===== src/ws_opc_pkg.sv =====
package ws_opc_pkg;

  localparam int HOST_BYTES_DEF = 256;
  localparam int HLEN_W         = 9;
  localparam int PORT_W         = 16;
  localparam int ACC_W          = 17;

  localparam logic [7:0] CH_W      = 8'h77;  // w
  localparam logic [7:0] CH_S      = 8'h73;  // s
  localparam logic [7:0] CH_COLON  = 8'h3A;
  localparam logic [7:0] CH_SLASH  = 8'h2F;
  localparam logic [7:0] CH_QUEST  = 8'h3F;
  localparam logic [7:0] CH_HASH   = 8'h23;
  localparam logic [7:0] CH_AT     = 8'h40;
  localparam logic [7:0] CH_LBRACK = 8'h5B;
  localparam logic [7:0] CH_RBRACK = 8'h5D;
  localparam logic [7:0] CH_ZERO   = 8'h30;
  localparam logic [7:0] CH_NINE   = 8'h39;
  localparam logic [7:0] CH_UC_A   = 8'h41;
  localparam logic [7:0] CH_UC_Z   = 8'h5A;

  localparam logic [PORT_W-1:0] PORT_WSS = 16'd443;
  localparam logic [PORT_W-1:0] PORT_WS  = 16'd80;
  localparam logic [ACC_W-1:0]  PORT_MAX = 17'd65535;
  localparam logic [2:0]        MAX_DIGITS = 3'd5;

  typedef enum logic [2:0] {
    PH_SCHEME,
    PH_HOST_START,
    PH_HOST_PLAIN,
    PH_HOST_BRACKET,
    PH_AFTER_BRACKET,
    PH_PORT,
    PH_PATH
  } phase_t;

  // scheme progress: w, s, optional second s, colon, first slash, second slash
  typedef enum logic [2:0] {
    SP_W,
    SP_S1,
    SP_S2,
    SP_COLON,
    SP_SLASH1,
    SP_SLASH2
  } scheme_t;

  // finished item handed from the parser to the result stage
  typedef struct packed {
    logic              side;
    logic              valid;
    logic              secure;
    logic [PORT_W-1:0] port;
    logic [HLEN_W-1:0] hlen;
    logic              match_pre;  // match, bar the last byte's host compare
    logic              cmp;        // last byte still needs a host compare
    logic [7:0]        cmp_byte;
  } res_t;

  function automatic logic [7:0] lower_byte(input logic [7:0] c);
    lower_byte = (c >= CH_UC_A && c <= CH_UC_Z) ? c + 8'd32 : c;
  endfunction

endpackage


===== src/ws_opc_ram.sv =====
module ws_opc_ram #(
  parameter int WIDTH = 8,
  parameter int DEPTH = 256
) (
  input  logic                     clk,
  input  logic                     we,
  input  logic                     re,
  input  logic [$clog2(DEPTH)-1:0] addr,
  input  logic [WIDTH-1:0]         wdata,
  output logic [WIDTH-1:0]         rdata
);

  logic [WIDTH-1:0] mem [DEPTH];
  logic [WIDTH-1:0] rdata_r;

  always_ff @(posedge clk) begin
    if (we) begin
      mem[addr] <= wdata;
    end
    if (re) begin
      rdata_r <= mem[addr];
    end
  end

  assign rdata = rdata_r;

endmodule


===== src/ws_opc_parser.sv =====
module ws_opc_parser
  import ws_opc_pkg::*;
#(
  parameter int MAX_HOST_BYTES = HOST_BYTES_DEF
) (
  input  logic                              clk,
  input  logic                              rst_n,
  input  logic                              accept,
  input  logic [7:0]                        char_byte,
  input  logic                              last_byte,
  input  logic                              uri_side,
  input  logic [7:0]                        ram_rdata,
  output logic                              ram_we,
  output logic                              ram_re,
  output logic [$clog2(MAX_HOST_BYTES)-1:0] ram_addr,
  output logic [7:0]                        ram_wdata,
  output logic                              res_load,
  output res_t                              res
);

  localparam int AW  = $clog2(MAX_HOST_BYTES);
  localparam int HCW = $clog2(MAX_HOST_BYTES + 1);

  phase_t            phase_r, phase_nxt;
  scheme_t           prog_r, prog_nxt;
  logic              valid_r, valid_nxt;
  logic              sec_r, sec_nxt;
  logic [ACC_W-1:0]  acc_r, acc_nxt;
  logic [2:0]        dig_r, dig_nxt;
  logic [HCW-1:0]    cnt_r, cnt_nxt;
  logic              heq_r;
  logic              cmp_pend_r;
  logic [7:0]        cmp_byte_r;
  logic              ref_valid_r;
  logic              ref_sec_r;
  logic [PORT_W-1:0] ref_port_r;
  logic [HCW-1:0]    ref_len_r;

  logic [7:0]        lc;
  logic              add_req;
  logic              hadd;
  logic              do_cmp;
  logic              heq_cur;
  logic              valid_fin_nxt;
  logic              fin_valid;
  logic [PORT_W-1:0] fin_port;
  logic [31:0]       cnt_ext;

  assign lc = lower_byte(char_byte);

  always_comb begin
    phase_nxt = phase_r;
    prog_nxt  = prog_r;
    valid_nxt = valid_r;
    sec_nxt   = sec_r;
    acc_nxt   = acc_r;
    dig_nxt   = dig_r;
    add_req   = 1'b0;
    if (!valid_r) begin
      // error already seen: hold until the last byte
    end else if (char_byte == CH_QUEST || char_byte == CH_HASH) begin
      valid_nxt = 1'b0;
    end else begin
      case (phase_r)
        PH_SCHEME: begin
          case (prog_r)
            SP_W: begin
              if (lc == CH_W) prog_nxt = SP_S1;
              else valid_nxt = 1'b0;
            end
            SP_S1: begin
              if (lc == CH_S) prog_nxt = SP_S2;
              else valid_nxt = 1'b0;
            end
            SP_S2: begin
              if (lc == CH_S) begin
                sec_nxt  = 1'b1;
                prog_nxt = SP_COLON;
              end else if (char_byte == CH_COLON) begin
                prog_nxt = SP_SLASH1;
              end else begin
                valid_nxt = 1'b0;
              end
            end
            SP_COLON: begin
              if (char_byte == CH_COLON) prog_nxt = SP_SLASH1;
              else valid_nxt = 1'b0;
            end
            SP_SLASH1: begin
              if (char_byte == CH_SLASH) prog_nxt = SP_SLASH2;
              else valid_nxt = 1'b0;
            end
            default: begin
              if (char_byte == CH_SLASH) phase_nxt = PH_HOST_START;
              else valid_nxt = 1'b0;
            end
          endcase
        end
        PH_HOST_START: begin
          if (char_byte inside {CH_SLASH, CH_AT, CH_COLON}) begin
            valid_nxt = 1'b0;
          end else if (char_byte == CH_LBRACK) begin
            add_req   = 1'b1;
            phase_nxt = PH_HOST_BRACKET;
          end else begin
            add_req   = 1'b1;
            phase_nxt = PH_HOST_PLAIN;
          end
        end
        PH_HOST_PLAIN: begin
          if (char_byte == CH_SLASH) phase_nxt = PH_PATH;
          else if (char_byte == CH_AT) valid_nxt = 1'b0;
          else if (char_byte == CH_COLON) phase_nxt = PH_PORT;
          else add_req = 1'b1;
        end
        PH_HOST_BRACKET: begin
          if (char_byte == CH_SLASH || char_byte == CH_AT) begin
            valid_nxt = 1'b0;
          end else if (char_byte == CH_RBRACK) begin
            add_req   = 1'b1;
            phase_nxt = PH_AFTER_BRACKET;
          end else begin
            add_req = 1'b1;
          end
        end
        PH_AFTER_BRACKET: begin
          if (char_byte == CH_COLON) phase_nxt = PH_PORT;
          else if (char_byte == CH_SLASH) phase_nxt = PH_PATH;
          else valid_nxt = 1'b0;
        end
        PH_PORT: begin
          if (char_byte inside {[CH_ZERO:CH_NINE]}) begin
            if (dig_r >= MAX_DIGITS) begin
              valid_nxt = 1'b0;
            end else begin
              acc_nxt = (acc_r << 3) + (acc_r << 1)
                      + {{(ACC_W-4){1'b0}}, char_byte[3:0]};
              dig_nxt = dig_r + 3'd1;
            end
          end else if (char_byte == CH_SLASH) begin
            if (dig_r == 3'd0 || acc_r > PORT_MAX) valid_nxt = 1'b0;
            else phase_nxt = PH_PATH;
          end else begin
            valid_nxt = 1'b0;
          end
        end
        default: begin
        end
      endcase
    end
  end

  // host byte store: phase has already moved above whatever the outcome
  always_comb begin
    cnt_nxt = cnt_r;
    hadd    = 1'b0;
    if (add_req && cnt_r < HCW'(MAX_HOST_BYTES)) begin
      cnt_nxt = cnt_r + 1'b1;
      hadd    = 1'b1;
    end
  end

  assign valid_fin_nxt = valid_nxt & ~(add_req & (cnt_r >= HCW'(MAX_HOST_BYTES)));

  assign do_cmp  = hadd & uri_side & (cnt_r < ref_len_r);
  assign heq_cur = heq_r & ~(cmp_pend_r & (ram_rdata != cmp_byte_r));

  assign ram_we    = accept & hadd & ~uri_side;
  assign ram_re    = accept & do_cmp;
  assign ram_addr  = cnt_r[AW-1:0];
  assign ram_wdata = lc;

  always_comb begin
    case (phase_nxt)
      PH_HOST_PLAIN, PH_AFTER_BRACKET, PH_PATH: fin_valid = valid_fin_nxt;
      PH_PORT:  fin_valid = valid_fin_nxt & (dig_nxt != 3'd0) & (acc_nxt <= PORT_MAX);
      default:  fin_valid = 1'b0;
    endcase
  end

  assign fin_port = (dig_nxt != 3'd0) ? acc_nxt[PORT_W-1:0] : (sec_nxt ? PORT_WSS : PORT_WS);
  assign cnt_ext  = 32'(cnt_nxt);

  assign res_load      = accept & last_byte;
  assign res.side      = uri_side;
  assign res.valid     = fin_valid;
  assign res.secure    = fin_valid & sec_nxt;
  assign res.port      = fin_valid ? fin_port : '0;
  assign res.hlen      = fin_valid ? cnt_ext[HLEN_W-1:0] : '0;
  assign res.match_pre = uri_side & fin_valid & ref_valid_r & (sec_nxt == ref_sec_r)
                       & (fin_port == ref_port_r) & (cnt_nxt == ref_len_r) & heq_cur;
  assign res.cmp       = do_cmp;
  assign res.cmp_byte  = lc;

  always_ff @(posedge clk) begin
    if (!rst_n) begin
      phase_r     <= PH_SCHEME;
      prog_r      <= SP_W;
      valid_r     <= 1'b1;
      sec_r       <= 1'b0;
      acc_r       <= '0;
      dig_r       <= '0;
      cnt_r       <= '0;
      heq_r       <= 1'b1;
      cmp_pend_r  <= 1'b0;
      ref_valid_r <= 1'b0;
      ref_sec_r   <= 1'b0;
      ref_port_r  <= '0;
      ref_len_r   <= '0;
    end else if (accept) begin
      cmp_pend_r <= do_cmp & ~last_byte;
      if (last_byte) begin
        phase_r <= PH_SCHEME;
        prog_r  <= SP_W;
        valid_r <= 1'b1;
        sec_r   <= 1'b0;
        acc_r   <= '0;
        dig_r   <= '0;
        cnt_r   <= '0;
        heq_r   <= 1'b1;
        if (!uri_side) begin
          ref_valid_r <= fin_valid;
          ref_sec_r   <= fin_valid & sec_nxt;
          ref_port_r  <= fin_valid ? fin_port : '0;
          ref_len_r   <= fin_valid ? cnt_nxt : '0;
        end
      end else begin
        phase_r <= phase_nxt;
        prog_r  <= prog_nxt;
        valid_r <= valid_fin_nxt;
        sec_r   <= sec_nxt;
        acc_r   <= acc_nxt;
        dig_r   <= dig_nxt;
        cnt_r   <= cnt_nxt;
        heq_r   <= heq_cur;
      end
    end else begin
      cmp_pend_r <= 1'b0;
      heq_r      <= heq_cur;
    end
  end

  always_ff @(posedge clk) begin
    if (accept) begin
      cmp_byte_r <= lc;
    end
  end

endmodule


===== src/ws_opc_result.sv =====
module ws_opc_result
  import ws_opc_pkg::*;
(
  input  logic        clk,
  input  logic        rst_n,
  input  logic        res_load,
  input  res_t        res,
  input  logic [7:0]  ram_rdata,
  output logic        in_ready,
  output logic        out_tvalid,
  input  logic        out_tready,
  output logic [31:0] out_tdata,
  output logic        out_tuser
);

  logic        b_valid_r;
  res_t        b_r;
  logic        out_valid_r;
  logic [31:0] out_data_r;
  logic        out_user_r;
  logic        b_move;
  logic        b_match;

  // host RAM data stays put while this stage is blocked: reads only on accept
  assign b_match  = b_r.match_pre & ~(b_r.cmp & (ram_rdata != b_r.cmp_byte));
  assign b_move   = b_valid_r & (~out_valid_r | out_tready);
  assign in_ready = ~b_valid_r | b_move;

  always_ff @(posedge clk) begin
    if (!rst_n) begin
      b_valid_r   <= 1'b0;
      out_valid_r <= 1'b0;
    end else begin
      if (in_ready) begin
        b_valid_r <= res_load;
      end
      if (b_move) begin
        out_valid_r <= 1'b1;
      end else if (out_tready) begin
        out_valid_r <= 1'b0;
      end
    end
  end

  always_ff @(posedge clk) begin
    if (in_ready && res_load) begin
      b_r <= res;
    end
    if (b_move) begin
      out_data_r <= {4'b0000, b_match, b_r.hlen, b_r.port, b_r.secure, b_r.valid};
      out_user_r <= b_r.side;
    end
  end

  assign out_tvalid = out_valid_r;
  assign out_tdata  = out_data_r;
  assign out_tuser  = out_user_r;

endmodule


===== src/ws_origin_parse_compare_top.sv =====
// Channel  Ports                          Contents (lowest bit first)
// in       in_tvalid/in_tready/in_tdata   char_byte[7:0]
//          in_tlast, in_tuser             last_byte, uri_side
// out      out_tvalid/out_tready/out_tdata origin_valid, secure_scheme, port_number[15:0],
//                                          host_length[8:0], origins_match, zero pad
//          out_tuser                      side_done
//
// One byte is taken per cycle while in_tready is high. A result is registered first in
// the result stage, which finishes the host compare from the host RAM's registered read,
// then in the output register. Reset is synchronous, active low.
// in_tready drops only while both the result stage and the output register hold
// results, so one waiting result does not stop the byte stream.
module ws_origin_parse_compare_top
  import ws_opc_pkg::*;
#(
  parameter int MAX_HOST_BYTES = HOST_BYTES_DEF
) (
  input  logic        clk,
  input  logic        rst_n,
  input  logic        in_tvalid,
  output logic        in_tready,
  input  logic [7:0]  in_tdata,   // char_byte
  input  logic        in_tlast,   // last_byte
  input  logic        in_tuser,   // uri_side
  output logic        out_tvalid,
  input  logic        out_tready,
  output logic [31:0] out_tdata,  // origin_valid, secure_scheme, port_number, host_length,
                                  // origins_match
  output logic        out_tuser   // side_done
);

  localparam int AW = $clog2(MAX_HOST_BYTES);

  logic          accept;
  logic          ram_we;
  logic          ram_re;
  logic [AW-1:0] ram_addr;
  logic [7:0]    ram_wdata;
  logic [7:0]    ram_rdata;
  logic          res_load;
  res_t          res;

  assign accept = in_tvalid & in_tready;

  ws_opc_parser #(
    .MAX_HOST_BYTES(MAX_HOST_BYTES)
  ) u_parser (
    .clk      (clk),
    .rst_n    (rst_n),
    .accept   (accept),
    .char_byte(in_tdata),
    .last_byte(in_tlast),
    .uri_side (in_tuser),
    .ram_rdata(ram_rdata),
    .ram_we   (ram_we),
    .ram_re   (ram_re),
    .ram_addr (ram_addr),
    .ram_wdata(ram_wdata),
    .res_load (res_load),
    .res      (res)
  );

  ws_opc_ram #(
    .WIDTH(8),
    .DEPTH(MAX_HOST_BYTES)
  ) u_host_ram (
    .clk  (clk),
    .we   (ram_we),
    .re   (ram_re),
    .addr (ram_addr),
    .wdata(ram_wdata),
    .rdata(ram_rdata)
  );

  ws_opc_result u_result (
    .clk       (clk),
    .rst_n     (rst_n),
    .res_load  (res_load),
    .res       (res),
    .ram_rdata (ram_rdata),
    .in_ready  (in_tready),
    .out_tvalid(out_tvalid),
    .out_tready(out_tready),
    .out_tdata (out_tdata),
    .out_tuser (out_tuser)
  );

endmodule

===== config.mk =====
export PLATFORM = sky130hd
export DESIGN_NAME = ws_origin_parse_compare_top
export DESIGN_NICKNAME = d
export VERILOG_FILES = /design/src/ws_opc_pkg.sv /design/src/ws_opc_ram.sv /design/src/ws_opc_parser.sv /design/src/ws_opc_result.sv /design/src/ws_origin_parse_compare_top.sv
export SDC_FILE = /design/constraint.sdc
export NUM_CORES = 2
export LEC_CHECK = 0
export BUFFER_PORTS_ARGS = -buffer_cell sky130_fd_sc_hd__clkbuf_2
export CORE_MARGIN = 2
export CORE_UTILIZATION = 57
export DETAILED_ROUTE_END_ITERATION = 10
export PLACE_DENSITY = 0.81
export SLEW_MARGIN = 10
export SYNTH_ARGS = -nofsm -noshare
export SYNTH_HDL_FRONTEND = slang
export SYNTH_SLANG_ARGS = --single-unit

===== constraint.sdc =====
create_clock -name clk -period 16.51 [get_ports clk]
set_input_delay 0.8255 -clock clk [delete_from_list [all_inputs] [get_ports clk]]
set_output_delay 0.8255 -clock clk [all_outputs]
set_load 0.03 [all_outputs]

==> metrics.txt <==
Worst Setup SP u_parser.cnt_r[1]$_SDFFE_PN0P_; XOR/XNOR Fraction of Synth Area less than 1%; DR WL/cell 34.26 µm; Overflow after GRT 0; CTS tree yes; H-tree levels 4; global-route wire length before repair between 300,000 and 400,000 µm; Worst Setup Start Kind flip-flop; YS warnings 0; Setup CP Type flip-flop to flip-flop; area share of fa/ha/maj cells after synthesis 0.6897%; sequential area share after synthesis 74.74%; layout overhead on the synthesized area 10.36%; Via Count between 40,000 and 50,000; core area 0.1521 mm²; Core Util, Final 63.45%; DIE AREA 0.1566 mm²; drt first pass iters 7; CTS Buffer Depth 3; most frequent cells in the layout edfxtp_1 (2,131), mux4_2 (648), nor2_1 (352); CP most frequent cell buf_4; Buffers & Inverters on Critical Path 4; CP delay by family, top buffers and inverters; CTS clock-pin slew for the worst setup and hold paths 0.07 ns; # fillers 9,476; final worst slack 10.25 ns; GRT Util Overall around 29%; dpl ws 10.30 ns; post-synth top area share 73.18%; clock skew after layout 0.04371 ns; Synth Area in Compound Gates around 2%; Vias/cell 6.938; Max Transition Viols Final 0; Clock Sinks 2,199; # setup viols final 0; largest family of logic cells by synthesized area multiplexers; CP endpoint kind flip-flop; Initial Util 57.50%; post-synthesis mux area share approximately 17%; prevailing post-synth register cell edfxtp_1; CTS Root Cell clkbuf_16; EDFF count, synth 2,131; FF-to-FF Start u_parser.cnt_r[1]$_SDFFE_PN0P_; worst slew pin tran 1.360 ns; max incr delay on CP 0.89 ns; average cell area after synthesis 20.80 µm²; Ports between 40 and 50; fin nets 4,342; vias in the first global route 44,700; Cells after Synth 4,204; Period minus WS final 6.255 ns; FF/Latch Area 0.06537 mm²; Final period util 37.89%; largest net degree at the start of global routing 259; final hold viol count 0; Die Y 395.7 µm; simple-gate share of the synthesized area under 10%; hold_ws around 0.33 ns; RD Place Congestion 0.8849; post-synthesis register bit count roughly 2,200; Pwr Density between 100 and 150 mW/mm²; Final TNS setup 0 ns; Post-CTS Hold Buffers 0; reg2reg path depth 9; f_max between 0.15 and 0.2 GHz; Pwr Total 10.95 mW; share of layout cells above drive strength 1 between 20% and 30%; # resized after CTS 0; critical path's slowest cell buf_4; Worst EP required around 17 ns; antenna viol nets, final 0; most common cell after layout, fill and taps aside edfxtp_1; Slew headroom 9.322%; worst hold start out_tready; Hold Crit Class input port to flip-flop; TritonCTS Buffers 202; die width 395.7 µm; WP depth 9; Distinct cells, synth 85; largest cells by area after synthesis edfxtp_1 (73%), mux4_2 (17%), dfxtp_1 (1.6%); Post-CTS Setup Repair Bufs 0; Synth Cell Area 0.08744 mm²; DRC Markers 0; footprint of the multi-input gates 0.02105 mm²; # port buffers 44; Worst Path Arrival 6.86 ns; largest area contributor in the netlist edfxtp_1; maxcap violations 0; initial antenna violation count 11; leakage power figure 28.95 nW; worst vdd ir 122.5 µV; clk_lat worst skew 0.86 ns; RSZ-0062 raised after global routing false; Detailed Route WL around 220,000 µm; critical path, cell by cell buf_4, buf_12, buf_4, buf_4, mux4_2, mux4_2, a32oi_1, nand4_1, a2111o_1; FP Rows 143; critical path peak fanout 138; Hold Path Depth 3; status complete, no violations; Detailed Route Iter0 Violations 7,718; Async SR Flop Fraction 0%; DP Wirelength ~120,000 µm
[synthesized netlist by cell type, drive strengths merged, types with 11 or more instances]
library cell	number
a21o	17
a21oi	36
a22oi	22
a32oi	12
and2	20
and3	11
buf	88
clkbuf	152
dfxtp	68
edfxtp	2131
ha	45
inv	35
mux2i	19
mux4	648
nand2	118
nand3	51
nand4	19
nor2	354
nor2b	33
nor3	28
o21ai	64
xnor2	45
xor2	12
[kinds of logic (layout without fill, tap and decap cells)]
family | count (synthesis) | count (layout)
compound gates | 255 | 255
xor+xnor | 58 | 58
fa+ha+maj | 47 | 47
buf+inv | 276 | 523
flops | 2199 | 2199
mux | 675 | 675
other cells | 1 | 6
simple gates | 693 | 693
[worst register-to-register path, cell delays in order (launching register included)]
cell	delay, ns
dfxtp_4	0.58
buf_4	0.82
buf_12	0.59
buf_4	1.06
buf_4	0.93
mux4_2	0.45
mux4_2	0.54
a32oi_1	0.35
nand4_1	0.27
a2111o_1	0.42
[state kept, by name, summed over array words and instances (netlist names), 3 cells and up]
register,count
u_parser.phase_r,3
u_result.out_tdata,28
u_parser.cnt_r,9
u_parser.dig_r,3
u_parser.cmp_byte_r,8
u_parser.ref_port_r,16
u_result.b_r,38
u_parser.ref_len_r,9
u_host_ram.rdata,8
u_parser.acc_r,17
u_host_ram.mem,2048
u_parser.prog_r,3
[metrics by stage]
stage          instance area [µm²]  instances
2_1_floorplan                87450       4207
3_3_place_gp                 89940       6107
3_5_place_dp                 89940       6107
4_1_cts                      96490       6484
5_1_grt                      96500       6484
6_report                     96500       6486
[cell type report]
cell class / instances / area share [%]
Antenna cell: 2 / 0.005186
Tap cell: 2030 / 2.632
Multi-Input combinational cell: 1732 / 21.81
Inverter: 36 / 0.1400
Timing Repair Buffer: 110 / 0.8856
Sequential cell: 2199 / 67.74
Clock inverter: 137 / 1.339
Clock buffer: 240 / 5.449
[power breakdown]
part / switching (mW) / internal [mW]
clock: 2.11 / 2.55
combinational: 0.135 / 0.0285
sequential: 0.00426 / 6.13
[path summary, 6_finish.rpt]
kind | slack [ns] | endpoint
max | 10.25 | u_host_ram.rdata[5]$_DFFE_PP_
min | 0.33 | u_result.out_tvalid$_SDFFE_PN0P_
min reg2reg | 0.42 | u_result.out_tdata[24]$_DFFE_PP_
max reg2reg | 10.25 | u_host_ram.rdata[5]$_DFFE_PP_
[routing by layer]
metal / global-route usage (%) / part of all wire, % / routed length [µm]
met1: 37.66 / 34 / 75690
met2: 45.32 / 48 / 107400
met3: 7.599 / 12 / 26790
met4: 13.38 / 5.5 / 12240
met5: 0 / 0.065 / 144
Note: power is estimated with default switching activity, not from simulation.
